<file path="config.mk">
export PLATFORM = sky130hd
export DESIGN_NAME = seven_segment_multiplex_driver_top
export DESIGN_NICKNAME = d
export VERILOG_FILES = /design/src/hw/rtl/ssmd_pkg.sv /design/src/hw/rtl/ssmd_ctrl.sv /design/src/hw/rtl/ssmd_dpath.sv /design/src/hw/rtl/seven_segment_multiplex_driver_top.sv
export SDC_FILE = /design/constraint.sdc
export NUM_CORES = 1
export LEC_CHECK = 0
export ABC_AREA = 1
export ABC_CLOCK_PERIOD_IN_PS = 4000
export BUFFER_PORTS_ARGS = -buffer_cell sky130_fd_sc_hd__buf_2
export CAP_MARGIN = 5
export CORE_AREA = 5 5 182 184
export DETAILED_ROUTE_END_ITERATION = 12
export DIE_AREA = 0 0 187 189
export PLACE_DENSITY = 0.81
export SYNTH_ARGS = -nofsm -noshare
export SYNTH_HDL_FRONTEND = slang
export SYNTH_SLANG_ARGS = --single-unit
</file>
<file path="constraint.sdc">
create_clock -name clk -period 4 [get_ports clk]
set_clock_uncertainty 0.1 [all_clocks]
set_input_delay 0.2 -clock clk [delete_from_list [all_inputs] [get_ports clk]]
set_output_delay 0.2 -clock clk [all_outputs]
set_load 0.1 [all_outputs]
</file>
<file path="src/hw/rtl/ssmd_pkg.sv">
package ssmd_pkg;

  // Command codes carried by an input item
  typedef enum logic [2:0] {
    CMD_REFRESH = 3'd0,
    CMD_WR_BYTE = 3'd1,
    CMD_NUMBER  = 3'd2,
    CMD_WR_FOUR = 3'd3,
    CMD_DOTS    = 3'd4
  } ssmd_cmd_code_t;

  // Controller states
  typedef enum logic [1:0] {
    ST_IDLE,
    ST_NUM,
    ST_SEG,
    ST_SEL
  } ssmd_state_t;

  // Strobes from controller to datapath
  typedef struct packed {
    logic do_refresh;
    logic do_wr_byte;
    logic do_wr_four;
    logic do_dots;
    logic do_num_start;
    logic do_num_step;
    logic do_num_commit;
    logic emit_seg;
    logic emit_sel;
  } ssmd_ctrl_t;

  // Status from datapath to controller
  typedef struct packed {
    logic num_done;
    logic last_module;
    logic out_free;
  } ssmd_stat_t;

  localparam int          WR_SPAN  = 32;        // addresses reachable by a byte write
  localparam logic [13:0] NUM_CAP  = 14'd9999;
  localparam logic [7:0]  DOT_MASK = 8'h80;

  // Segment pattern of a decimal digit, bit 0 is segment A
  function automatic logic [7:0] seg_font(input logic [3:0] d);
    logic [7:0] f;
    case (d)
      4'd0:    f = 8'h3F;
      4'd1:    f = 8'h06;
      4'd2:    f = 8'h5B;
      4'd3:    f = 8'h4F;
      4'd4:    f = 8'h66;
      4'd5:    f = 8'h6D;
      4'd6:    f = 8'h7D;
      4'd7:    f = 8'h07;
      4'd8:    f = 8'h7F;
      4'd9:    f = 8'h6F;
      default: f = 8'h00;
    endcase
    return f;
  endfunction

  // Place value subtracted at each step of the decimal conversion
  function automatic logic [13:0] digit_weight(input logic [1:0] k);
    logic [13:0] w;
    case (k)
      2'd0:    w = 14'd1000;
      2'd1:    w = 14'd100;
      default: w = 14'd10;
    endcase
    return w;
  endfunction

endpackage

</file>
<file path="src/hw/rtl/ssmd_ctrl.sv">
module ssmd_ctrl (
  input  logic                clk,
  input  logic                rst_n,
  input  logic                in_valid,
  input  logic [2:0]          in_cmd,
  input  ssmd_pkg::ssmd_stat_t stat,
  output logic                in_stall,
  output ssmd_pkg::ssmd_ctrl_t ctrl
);
  import ssmd_pkg::*;

  ssmd_state_t state_r, state_nxt;
  logic        accept;

  assign in_stall = (state_r != ST_IDLE);
  assign accept   = in_valid && (state_r == ST_IDLE);

  // State register
  always_ff @(posedge clk) begin
    if (!rst_n) begin
      state_r <= ST_IDLE;
    end else begin
      state_r <= state_nxt;
    end
  end

  // Next state
  always_comb begin
    state_nxt = state_r;
    case (state_r)
      ST_IDLE: begin
        if (accept && ssmd_cmd_code_t'(in_cmd) == CMD_REFRESH) state_nxt = ST_SEG;
        if (accept && ssmd_cmd_code_t'(in_cmd) == CMD_NUMBER)  state_nxt = ST_NUM;
      end
      ST_NUM: begin
        if (stat.num_done) state_nxt = ST_IDLE;
      end
      ST_SEG: begin
        if (stat.out_free) state_nxt = ST_SEL;
      end
      ST_SEL: begin
        if (stat.out_free) state_nxt = stat.last_module ? ST_IDLE : ST_SEG;
      end
      default: state_nxt = ST_IDLE;
    endcase
  end

  // Datapath strobes
  always_comb begin
    ctrl = '0;
    case (state_r)
      ST_IDLE: begin
        if (accept) begin
          case (ssmd_cmd_code_t'(in_cmd))
            CMD_REFRESH: ctrl.do_refresh   = 1'b1;
            CMD_WR_BYTE: ctrl.do_wr_byte   = 1'b1;
            CMD_NUMBER:  ctrl.do_num_start = 1'b1;
            CMD_WR_FOUR: ctrl.do_wr_four   = 1'b1;
            CMD_DOTS:    ctrl.do_dots      = 1'b1;
            default:     ctrl = '0;
          endcase
        end
      end
      ST_NUM: begin
        if (stat.num_done) ctrl.do_num_commit = 1'b1;
        else               ctrl.do_num_step   = 1'b1;
      end
      ST_SEG:  ctrl.emit_seg = stat.out_free;
      ST_SEL:  ctrl.emit_sel = stat.out_free;
      default: ctrl = '0;
    endcase
  end

endmodule

</file>
<file path="src/hw/rtl/ssmd_dpath.sv">
module ssmd_dpath #(
  parameter int MAX_MODULES = 8
) (
  input  logic                 clk,
  input  logic                 rst_n,
  input  ssmd_pkg::ssmd_ctrl_t ctrl,
  output ssmd_pkg::ssmd_stat_t stat,
  input  logic [4:0]           in_store_index,
  input  logic [7:0]           in_segment_value,
  input  logic [31:0]          in_number_value,
  input  logic [31:0]          in_packed_bytes,
  input  logic                 in_dots_on,
  input  logic                 cfg_wr_en,
  input  logic [3:0]           cfg_wr_data,
  output logic                 out_valid,
  input  logic                 out_stall,
  output logic [7:0]           out_wire_byte,
  output logic                 out_latch_after
);
  import ssmd_pkg::*;

  // Only the first WR_DEPTH bytes can ever be written; the rest read as blank
  localparam int STORE_DEPTH = 4 * MAX_MODULES;
  localparam int WR_DEPTH    = (STORE_DEPTH < WR_SPAN) ? STORE_DEPTH : WR_SPAN;
  localparam int IW          = $clog2(WR_DEPTH);
  localparam int MW          = (MAX_MODULES > 1) ? $clog2(MAX_MODULES) : 1;

  logic [7:0]    store_r [WR_DEPTH];
  logic [3:0]    mod_cnt_r;
  logic [1:0]    digit_r;
  logic [MW-1:0] row_r;
  logic [MW-1:0] last_row;
  logic [MW+1:0] rd_idx;
  logic [7:0]    rd_byte;

  logic [13:0]   num_sat;
  logic [13:0]   rem_r;
  logic [13:0]   weight;
  logic [1:0]    k_r;
  logic [3:0]    cnt_r;
  logic [3:0]    thou_r, hund_r;
  logic          gt9_r, gt99_r, gt999_r;
  logic          rem_ge;

  logic          out_valid_r;
  logic [7:0]    out_byte_r;
  logic          out_latch_r;

  assign out_valid       = out_valid_r;
  assign out_wire_byte   = out_byte_r;
  assign out_latch_after = out_latch_r;

  // Module count register
  always_ff @(posedge clk) begin
    if (!rst_n) begin
      mod_cnt_r <= 4'd1;
    end else if (cfg_wr_en) begin
      mod_cnt_r <= cfg_wr_data;
    end
  end

  // Highest module row, count clamped to 1..MAX_MODULES
  always_comb begin
    if (mod_cnt_r == 4'd0) begin
      last_row = '0;
    end else if (int'(mod_cnt_r) > MAX_MODULES) begin
      last_row = MW'(MAX_MODULES - 1);
    end else begin
      last_row = MW'(int'(mod_cnt_r) - 1);
    end
  end

  // Store read for the refresh: row counts down, byte within row is 3 - digit
  assign rd_idx  = {row_r, ~digit_r};
  assign rd_byte = (int'(rd_idx) < WR_DEPTH) ? store_r[rd_idx[IW-1:0]] : 8'h00;

  // Decimal conversion by repeated subtraction of place values
  assign num_sat = (in_number_value > 32'(NUM_CAP)) ? NUM_CAP : in_number_value[13:0];
  assign weight  = digit_weight(k_r);
  assign rem_ge  = (rem_r >= weight);

  always_ff @(posedge clk) begin
    if (ctrl.do_num_start) begin
      rem_r   <= num_sat;
      k_r     <= 2'd0;
      cnt_r   <= 4'd0;
      gt9_r   <= (num_sat > 14'd9);
      gt99_r  <= (num_sat > 14'd99);
      gt999_r <= (num_sat > 14'd999);
    end else if (ctrl.do_num_step) begin
      if (rem_ge) begin
        rem_r <= rem_r - weight;
        cnt_r <= cnt_r + 4'd1;
      end else begin
        if (k_r == 2'd0) thou_r <= cnt_r;
        else             hund_r <= cnt_r;
        cnt_r <= 4'd0;
        k_r   <= k_r + 2'd1;
      end
    end
  end

  // Segment store
  always_ff @(posedge clk) begin
    if (!rst_n) begin
      for (int i = 0; i < WR_DEPTH; i++) store_r[i] <= 8'h00;
    end else if (ctrl.do_wr_byte) begin
      if (int'(in_store_index) < WR_DEPTH) store_r[in_store_index[IW-1:0]] <= in_segment_value;
    end else if (ctrl.do_wr_four) begin
      for (int k = 0; k < 4; k++) store_r[k] <= in_packed_bytes[8*k +: 8];
    end else if (ctrl.do_dots) begin
      for (int k = 0; k < 4; k++) begin
        store_r[k] <= in_dots_on ? (store_r[k] | DOT_MASK) : (store_r[k] & ~DOT_MASK);
      end
    end else if (ctrl.do_num_commit) begin
      // leading zeros stay blank
      store_r[0] <= gt999_r ? seg_font(thou_r) : 8'h00;
      store_r[1] <= gt99_r  ? seg_font(hund_r) : 8'h00;
      store_r[2] <= gt9_r   ? seg_font(cnt_r)  : 8'h00;
      store_r[3] <= seg_font(rem_r[3:0]);
    end
  end

  // Digit counter and module row
  always_ff @(posedge clk) begin
    if (!rst_n) begin
      digit_r <= 2'd0;
    end else if (ctrl.do_refresh) begin
      digit_r <= digit_r + 2'd1;
    end
  end

  always_ff @(posedge clk) begin
    if (ctrl.do_refresh) begin
      row_r <= last_row;
    end else if (ctrl.emit_sel && row_r != '0) begin
      row_r <= row_r - MW'(1);
    end
  end

  // Output register
  always_ff @(posedge clk) begin
    if (!rst_n) begin
      out_valid_r <= 1'b0;
    end else if (ctrl.emit_seg || ctrl.emit_sel) begin
      out_valid_r <= 1'b1;
    end else if (!out_stall) begin
      out_valid_r <= 1'b0;
    end
  end

  always_ff @(posedge clk) begin
    if (ctrl.emit_seg) begin
      out_byte_r  <= ~rd_byte;
      out_latch_r <= 1'b0;
    end else if (ctrl.emit_sel) begin
      out_byte_r  <= 8'b1 << digit_r;
      out_latch_r <= (row_r == '0);
    end
  end

  // Status
  always_comb begin
    stat.num_done    = (k_r == 2'd2) && !rem_ge;
    stat.last_module = (row_r == '0);
    stat.out_free    = !out_valid_r || !out_stall;
  end

endmodule

</file>
<file path="src/hw/rtl/seven_segment_multiplex_driver_top.sv">
// Channel  Direction  Handshake          Payload
// in_      input      in_valid/in_stall  cmd, store_index, segment_value, number_value,
//                                        packed_bytes, dots_on
// out_     output     out_valid/out_stall wire_byte, latch_after
// cfg_     input      cfg_wr_en          cfg_wr_data (module count)
//
// One item at a time. Store, four-byte and dot writes finish in the accepting cycle.
// Show number runs a subtract-per-cycle decimal conversion.
// A refresh emits 2 bytes per module, one per cycle while out_stall stays low.
// Synchronous active-low reset blanks the store, zeroes the digit and sets one module.
module seven_segment_multiplex_driver_top #(
  parameter int MAX_MODULES = 8
) (
  input  logic        clk,
  input  logic        rst_n,
  input  logic        in_valid,
  output logic        in_stall,
  input  logic [2:0]  in_cmd,
  input  logic [4:0]  in_store_index,
  input  logic [7:0]  in_segment_value,
  input  logic [31:0] in_number_value,
  input  logic [31:0] in_packed_bytes,
  input  logic        in_dots_on,
  output logic        out_valid,
  input  logic        out_stall,
  output logic [7:0]  out_wire_byte,
  output logic        out_latch_after,
  input  logic        cfg_wr_en,
  input  logic [3:0]  cfg_wr_data
);
  import ssmd_pkg::*;

  ssmd_ctrl_t ctrl;
  ssmd_stat_t stat;

  ssmd_ctrl u_ctrl (
    .clk      (clk),
    .rst_n    (rst_n),
    .in_valid (in_valid),
    .in_cmd   (in_cmd),
    .stat     (stat),
    .in_stall (in_stall),
    .ctrl     (ctrl)
  );

  ssmd_dpath #(
    .MAX_MODULES (MAX_MODULES)
  ) u_dpath (
    .clk              (clk),
    .rst_n            (rst_n),
    .ctrl             (ctrl),
    .stat             (stat),
    .in_store_index   (in_store_index),
    .in_segment_value (in_segment_value),
    .in_number_value  (in_number_value),
    .in_packed_bytes  (in_packed_bytes),
    .in_dots_on       (in_dots_on),
    .cfg_wr_en        (cfg_wr_en),
    .cfg_wr_data      (cfg_wr_data),
    .out_valid        (out_valid),
    .out_stall        (out_stall),
    .out_wire_byte    (out_wire_byte),
    .out_latch_after  (out_latch_after)
  );

  // A refresh item keeps the input side busy while bytes go out
  a_refresh_busy: assert property (@(posedge clk) disable iff (!rst_n)
    (in_valid && !in_stall && in_cmd == CMD_REFRESH) |=> in_stall)
    else $error("input taken during refresh");

  // Store updates other than show number finish in the accepting cycle
  a_quick_cmd: assert property (@(posedge clk) disable iff (!rst_n)
    (in_valid && !in_stall && in_cmd != CMD_REFRESH && in_cmd != CMD_NUMBER) |=> !in_stall)
    else $error("single-cycle command left block busy");

  // The byte flagged for the latch is always a digit select
  a_latch_select: assert property (@(posedge clk) disable iff (!rst_n)
    (out_valid && out_latch_after) |-> $onehot(out_wire_byte))
    else $error("latch flag on a non-select byte");

endmodule

</file>
==> results.ini <==
[setup_path]
critical_path_class = reg2reg
crit_required_ps = 4290
path_delay_family = buffers and inverters
critical_path_buf_inv_count = 4
crit_chain = inv_1 > ha_1 > inv_1 > ha_1 > nand2_1 > nor2_1 > nor2_1 > nand2_1 > nand2_1 > o21ai_2 > nor2_4 > nand4_4 > inv_4 > nor2_1 > o31ai_2 > dlygate4sd3_1
critPathMaxFanout = 53
crit_slowest_cell = dlygate4sd3_1
end_kind = flip-flop
cp-start-kind = flip-flop
worst_ep_arrival_time_ps = 4030
cpPeakStageDelay_ps = 610

[synth]
ys_seq_elements = 336
syn_inst = 1827
ys_seq_area_share_pct = 57.02
synth_top_area_share_pct = 51.81
syn_avg_cell_area_sq_um = 9.263
synth_area_leaders = edfxtp_1 52%, nand2_1 8.9%, nor2_1 7.9%
synth_nets = 1960
synth_edf_count = 292
syn_area_sq_um = 16920
async_flop_share_pct = 0
synth_warnings = 0
synth_flop_cell = edfxtp_1
yosysUniqueCellTypes = 58
yosysTopAreaCell = edfxtp_1

[clocking]
clkSinkCount = 336
root_buffer = clkbuf_16
clkTransAtPathRegs_ps = 60
cts_buffers = 36
clk_path_buf_depth = 3
cts_tree = built
ctsHtreeMaxLevel = 2
clk_latency_ps = 540

[global_route]
grt_antenna_before_repair = 0
grt_first_pass_wirelength_um = 73010
grt_max_degree = 80
grt_overflow = 0
grt_pass1_vias = 13820
grt_usage_pct = 25.75

[timing]
tightestPinTransition_ps = 1172
finalHoldViolCount = 0
tns_ps = 0
drv_slew = 0
rsz0062_at_grt = false
setup_viol = 0
fin_crit_sh_pct = 93.42
fmax_mhz = 267.6
max_slew_margin_pct = 21.59
fin_crit_ps = 3737
setup_slack_ps = 263.1

[pwr]
switchingPower_mw = 2.479
power.internal_mw = 6.486
combPwrFrac_pct = 15.9
swShare_pct = 27.65
cellPowerDensity_nw_per_um2 = 460.3
p_leak_nw = 8.079
peakVddDrop_mv = 0.3180
power_frac_seq_pct = 46.5
power_frac_clock_pct = 37.6

[floorplan]
die_height_um = 189
io_pins = 101
initial_core_util_pct = 54.19
rows = 65
die_x_um = 187
core-area_sq_um = 31230
die-area_sq_um = 35340

[placement]
dpl.hpwl_um = 31100
placed_area_sq_um = 17880
dp_cells = 2277
dp_slack_ps = 513.7
gp_congestion = 0.9288
port_buffers = 100

[drt]
firstDrtPassIters = 7
routed_wl_um = 46670
via_per_inst = 5.981
wl_met1_um = 17420
top_layer = met4
drc_errors = 0
vias = 14250
wire_per_inst_um = 19.58
wl_met3_um = 4905
wl_met2_um = 22380
drtIter0Drc = 1753
ant_nets = 0

[finish]
stdcell_count = 2383
nets = 2087
synthToLayoutAreaGrowth_pct = 15.07
num_antenna_cells = 0
drive_gt1_share_pct = 13.23
mostFrequentLayoutCells = 400 x nand2_1, 357 x nor2_1, 292 x edfxtp_1, 132 x o21ai_0, 103 x inv_1
n_fill_cell = 2454
layout_commonest_cell = nand2_1
fin_area_sq_um = 19470

[run_status]
status = completed

[min_path]
hold_class = in2reg

[run]
drv_cap = 0

## metrics by stage
stage,hold slack (ps),power (mW),util [%]
after floorplan,211.8,5.191,-
after global placement,315.8,5.534,57.24
after detailed placement,329.3,5.594,57.24
after CTS,0.2596,8.939,62.36
after global routing,42.23,9.292,62.36
final,7.569,8.965,62.36
## registers in the layout (all words and copies together) (netlist names), named ones only
name,flops
u_dpath.gt9_r,1
u_dpath.out_wire_byte,8
u_dpath.digit_r,2
u_dpath.gt99_r,1
u_dpath.hund_r,4
u_dpath.cnt_r,4
u_dpath.gt999_r,1
u_dpath.mod_cnt_r,4
u_dpath.thou_r,4
u_dpath.rem_r,14
u_dpath.k_r,2
u_ctrl.state_r,2
u_dpath.out_valid,1
u_dpath.out_latch_after,1
u_dpath.store_r,256
u_dpath.row_r,3
## tightest hold or removal path: stages
cell and delay, ps:
buf_2 80, nor2_1 60, o21bai_1 180
## area by class of cell
class / count / area [sq um] / area share [%]
well taps: 402 / 503.0 / 2.583
multi-input cells: 1278 / 6439 / 33.06
inverters: 122 / 464.2 / 2.384
clock buffers: 53 / 1017 / 5.223
clock inverters: 12 / 170.2 / 0.8738
repair buffers: 180 / 1229 / 6.309
flip-flops and latches: 336 / 9653 / 49.57
## routing by layer
layer / up-vias / GRT usage, %
met2: 866 / 44.19
met1: 6690 / 32.78
met3: 158 / 4.849
met5: - / 0
li1: 6538 / -
met4: 0 / 9.642
## logic make-up (layout without fill, tap and decap cells)
kind of cell,Yosys count,after routing,synth area share [%]
AO/OA/AOI/OAI,345,345,12.58
XOR/XNOR,7,7,0.3623
adder cells (fa/ha/maj),43,43,3.223
buffers and inverters,213,367,4.939
flip-flops,336,336,57.02
AND/OR/NAND/NOR,883,883,21.88
## final timing paths
path	start	endpoint	slack, ps	cells past startpoint
worst min register to register	u_dpath.mod_cnt_r[1]$_SDFFE_PN0P_	u_dpath.mod_cnt_r[1]$_SDFFE_PN0P_	360	2
worst min-delay path	in_number_value[1]	u_dpath.rem_r[1]$_DFFE_PN_	8	3
worst max register to register	u_dpath.k_r[1]$_SDFFE_PP0P_	u_dpath.store_r[3][1]$_DFFE_PP_	260	16
worst max-delay path	u_dpath.k_r[1]$_SDFFE_PP0P_	u_dpath.store_r[3][1]$_DFFE_PP_	260	16
## synth_stat cells, types with 5 or more instances
library cell    n
o21ai_0       132
dfxtp_1        44
o211ai_1       11
nor2_4          5
a221oi_1       12
inv_1         104
nor2_1        357
a32o_1         19
nor3_1         10
nand3b_1        5
clkinv_1        5
buf_2           5
clkbuf_1       78
edfxtp_1      292
o31ai_2         7
nand2_2        14
ha_1           42
o31ai_1         5
inv_2          11
o21ai_1         6
o22ai_1        53
nand3_1        53
xor2_1          5
nand3_2         5
nand4_1        11
nand2_1       400
a31oi_1         5
a21oi_1        72
## repair_timing
action	4_1_cts	5_1_grt
setup buffers	0	0
hold buffers	41	0
gates resized for setup	0	1
endpoints found under the setup margin	0	7
hold endpoints to repair	32	0
## power by group through the flow
stage	Combinational [mW]	Clock (mW)	Sequential, mW
2_1_floorplan	0.957	0	4.23
3_3_place_gp	1.30	0	4.23
3_5_place_dp	1.36	0	4.24
4_1_cts	1.40	3.38	4.16
5_1_grt	1.57	3.53	4.18
6_report	1.42	3.37	4.17
Power figures use the tool's default switching activity.
